## config.mk

```make
export PLATFORM = sky130hd
export DESIGN_NAME = rmsp_queue
export DESIGN_NICKNAME = d
export VERILOG_FILES = /design/src/rmsp_pkg.sv /design/src/rmsp_queue.sv
export SDC_FILE = /design/constraint.sdc
export NUM_CORES = 1
export LEC_CHECK = 0
export BUFFER_PORTS_ARGS = -buffer_cell sky130_fd_sc_hd__buf_2
export CORE_AREA = 4 4 166 168
export CTS_BUF_LIST = sky130_fd_sc_hd__clkbuf_8
export DETAILED_ROUTE_END_ITERATION = 7
export DIE_AREA = 0 0 170 172
export GPL_TIMING_DRIVEN = 0
export HOLD_SLACK_MARGIN = 0.05
export PLACE_DENSITY = 0.78
export REMOVE_ABC_BUFFERS = 1
export SYNTH_ARGS = -nofsm -noshare
export SYNTH_HDL_FRONTEND = slang
export SYNTH_SLANG_ARGS = --single-unit
```

## constraint.sdc

```tcl
create_clock -name clock -period 13.8 [get_ports clock]
set_clock_uncertainty 0.1 [all_clocks]
set_input_delay 0.69 -clock clock [delete_from_list [all_inputs] [get_ports clock]]
set_output_delay 0.69 -clock clock [all_outputs]
set_load 0.02 [all_outputs]
```

## src/rmsp_pkg.sv

```systemverilog
`timescale 1ns / 1ps
package rmsp_pkg;

   localparam int CSR_INDEX_W = 3;
   localparam int CSR_DATA_W = 31;

   localparam logic [CSR_INDEX_W-1:0] CSR_STEP_SIZE = 3'd0;
   localparam logic [CSR_INDEX_W-1:0] CSR_EPSILON = 3'd1;
   localparam logic [CSR_INDEX_W-1:0] CSR_DECAY = 3'd2;
   localparam logic [CSR_INDEX_W-1:0] CSR_MOMENTUM = 3'd3;
   localparam logic [CSR_INDEX_W-1:0] CSR_CENTERED = 3'd4;

   typedef struct packed {
      logic [30:0] step_size;
      logic [30:0] epsilon;
      logic [16:0] decay;
      logic [16:0] momentum;
      logic        centered;
   } rmsp_cfg_type;

   typedef struct packed {
      logic signed [31:0] param;
      logic signed [31:0] grad;
      logic signed [31:0] moment;
      logic [30:0]        sq_avg;
      logic signed [31:0] mean_grad;
      logic [31:0]        root_arg;
      logic               clamped;
   } rmsp_item_type;

   typedef struct packed {
      logic full;
      logic empty;
   } rmsp_queue_status_type;

   function automatic logic signed [63:0] sat_q(input logic signed [63:0] x, input int bits);
      logic signed [63:0] hi;
      logic signed [63:0] lo;
      hi = (64'sd1 <<< (bits - 1)) - 64'sd1;
      lo = -hi - 64'sd1;
      if (x > hi) begin
         return hi;
      end else if (x < lo) begin
         return lo;
      end
      return x;
   endfunction

endpackage

```

## src/rmsp_queue.sv

```systemverilog
`timescale 1ns / 1ps
module rmsp_queue (
   input  logic                          clock,
   input  logic                          reset,
   input  logic                          push,
   input  rmsp_pkg::rmsp_item_type       push_item,
   input  logic                          pop,
   output rmsp_pkg::rmsp_item_type       head_item,
   output rmsp_pkg::rmsp_queue_status_type status
);

   localparam int DEPTH = 2;
   localparam int PTR_W = $clog2(DEPTH);

   rmsp_pkg::rmsp_item_type mem_ff [DEPTH];
   logic [PTR_W-1:0] wr_ptr_ff, wr_ptr_in;
   logic [PTR_W-1:0] rd_ptr_ff, rd_ptr_in;
   logic [PTR_W:0]   count_ff, count_in;
   logic             do_push, do_pop;

   assign status.full = (count_ff == (PTR_W+1)'(DEPTH));
   assign status.empty = (count_ff == '0);
   assign do_push = push && !status.full;
   assign do_pop = pop && !status.empty;

   always_comb begin
      wr_ptr_in = do_push ? wr_ptr_ff + 1'b1 : wr_ptr_ff;
      rd_ptr_in = do_pop ? rd_ptr_ff + 1'b1 : rd_ptr_ff;
      count_in = count_ff;
      if (do_push && !do_pop) begin
         count_in = count_ff + 1'b1;
      end else if (do_pop && !do_push) begin
         count_in = count_ff - 1'b1;
      end
   end

   always_ff @(posedge clock) begin
      if (reset) begin
         wr_ptr_ff <= '0;
         rd_ptr_ff <= '0;
         count_ff <= '0;
      end else begin
         wr_ptr_ff <= wr_ptr_in;
         rd_ptr_ff <= rd_ptr_in;
         count_ff <= count_in;
      end
   end

   always_ff @(posedge clock) begin
      if (do_push) begin
         mem_ff[wr_ptr_ff] <= push_item;
      end
   end

   assign head_item = mem_ff[rd_ptr_ff];

endmodule

```

==> impl_metrics.csv <==
group,metric,value,unit
worst_setup_path,critical_path_buf_inv_count,2,
drt,drc_errors,0,
clock_tree,clock_sinks,389,
placed_design,dp_hpwl,19000,microns
placed_design,io_buffers,389,
drt,drt_iter0_drc,480,
run_status,outcome,"completed",
layout,layout_commonest_cell,"buf_2",
logic_synthesis,syn-cell-area,14100,sq um
layout,fill_cells,1753,
global_route,antenna_found_initial,7,
layout,seqCellArea,11600,sq um
logic_synthesis,synth_edf_count,384,
sta,period_needed,3.28,ns
global_route,grt_max_degree,99,
worst_setup_path,cp_slowest_cell,"dfxtp_4",
global_route,grt_pass1_wl,42000,microns
logic_synthesis,yosysWarnings,0,
worst_setup_path,path_class,"flop to primary output",
global_route,gr-usage-all-layers,18.6,%
sta,final-setup-viol-count,0,
sta,grt_setup_unrepaired,"false",
power,p_per_area,187,nW/um^2
layout,drive_gt1_share,59.9,%
clock_tree,cts_tree,"built",
clock_tree,clockBufferDepth,3,
clock_tree,cts_setup_buffers,0,
clock_tree,clk_latency,0.57,ns
placed_design,place.gp.congestion,0.756,
logic_synthesis,syn_inst,622,
floorplanning,initial_core_util,54.5,%
global_route,grt_overflow,0,
worst_setup_path,critical-path-max-stage-delay,0.93,ns
sta,period_share,23.8,%
sta,max_clock_freq,0.305,GHz
sta,setup_tns,0,ns
logic_synthesis,yosys.cell_types.count,15,
layout,syn_to_final_growth,23.9,%
global_route,grt_pass1_vias,7876,
drt,routedWlPerCell,19.6,microns
floorplanning,num_io_pins,390,
logic_synthesis,ys_seq_area_share,82.3,%
sta,finalMaxSlewViolations,0,
clock_tree,path_clk_slew,0.06,ns
drt,vias_per_cell,5.08,
logic_synthesis,async_reset_ff_share,0,%
sta,tightest_slew,0.875,ns
layout,multi_input_area,2270,sq um
logic_synthesis,ys.flop_type,"edfxtp_1",
worst_hold_path,holdCritPathClass,"input port to flop",
layout,nNetsFinal,1254,
drt,routed_wl,28300,microns
worst_setup_path,cp-start-kind,"flop",
floorplanning,core_area,25900,sq um
clock_tree,holdBufCountCts,0,
worst_setup_path,path_max_fanout,68,
sta,holdWs,0.206,ns
logic_synthesis,synth.avg_cell_area,22.7,sq um
floorplanning,rows,59,
power,power_leakage,0.00660,uW
floorplanning,dieWidth,170,microns
logic_synthesis,ys_seq_elements,389,
sta,finalHoldViolations,0,
drt,ant_nets,0,
floorplanning,die_area,29200,sq um
drt,vias,7328,
clock_tree,cts_root_buf,"clkbuf_8",
drt,first_pass_iters,4,
clock_tree,htreeDepth,2,
layout,layout_common_cells,"buf_2 (389), edfxtp_1 (384), mux2_2 (192)",
clock_tree,cts_resized,0,
clock_tree,numCtsBuffers,59,
worst_setup_path,required,13.01,ns
job,max_cap_viol_count,0,
worst_setup_path,cp_top_family,"flip-flops",
power,peakVddDrop,0.138,mV
floorplanning,fp.dieH,172,microns
worst_setup_path,cp_cell_sequence,"buf_16 -> mux2_2 -> buf_2",
worst_setup_path,crit_arrival,2.49,ns
worst_setup_path,end_kind,"primary output",
sta,relSlewSlack,41.6,%
==> worst reg2reg max path, stage by stage, from the launching register on <==
cell and delay, ns:
dfxtp_1 0.43, nor2b_2 0.09, or3_1 0.42, inv_8 0.49
buf_16 0.47
==> flip-flops by register name, summed over array words and instances (netlist names), named ones only <==
register / cells
count_ff: 2
mem_ff: 384
rd_ptr_ff: 1
wr_ptr_ff: 1
==> cells in the mapped netlist, types with 2 or more instances <==
cell / instances / area [sq um]
xor2_1: 3 / 26.3
o21ai_0: 3 / 15.0
mux2_2: 192 / 2160
dfxtp_1: 5 / 100
buf_4: 2 / 15.0
inv_1: 2 / 7.51
nor2_1: 5 / 18.8
or3_1: 2 / 12.5
a21oi_1: 2 / 10.0
buf_6: 18 / 203
edfxtp_1: 384 / 11500
==> final cells by class <==
cell class / instances / share of cell area [%]
clock inverter: 46 / 1.19
clock buffer: 61 / 4.79
inverter: 2 / 0.0858
tap: 335 / 2.39
antenna: 5 / 0.0715
multi-input combinational: 210 / 13.0
timing repair buffer: 395 / 12.0
sequential: 389 / 66.4
==> metal layers <==
layer  wire [microns]  track usage (%)
met5               29                0
met1             9700             20.0
met3             2990             7.91
met4              699             6.84
met2            14800             33.0
==> report_power, final <==
| part | switching [uW] | total (uW) | internal (uW) |
|---|---|---|---|
| registers | 59.1 | 1540 | 1480 |
| clock network | 405 | 831 | 426 |
| logic | 548 | 908 | 360 |
| total | 1010 | 3280 | 2270 |
==> through the flow <==
step                      util, %  area, sq um  instances  total power, uW  setup slack (ns)
final                        67.6        17500       1443             3280             10.52
after detailed placement     63.5        16400       1331             2490             10.96
after CTS                    67.5        17500       1438             3330             10.44
after global routing         67.6        17500       1442             3440             10.36
after floorplan                 -        13900        601             2210              7.74
after global placement       62.8        16300       1325             2600              4.97
==> worst paths after layout <==
kind / start / end / slack [ns] / depth (start not counted)
worst min register to register: wr_ptr_ff / wr_ptr_ff / 0.42 / 2
worst min-delay path: push_item[44] / mem_ff[0][44] / 0.21 / 1
worst max-delay path: flop / head_item[35] / 10.52 / 3
worst max register to register: count_ff[0] / mem_ff[0][35] / 11.32 / 4
==> logic make-up after synthesis <==
group | Yosys count | share of synthesized area, %
adder cells (fa/ha/maj) | 1 | 0.0885
flip-flops | 389 | 82.3
AO/OA/AOI/OAI | 5 | 0.177
buffers and inverters | 23 | 1.63
AND/OR/NAND/NOR | 9 | 0.328
XOR/XNOR | 3 | 0.186
multiplexers | 192 | 15.3
Power figures use the tool's default switching activity.
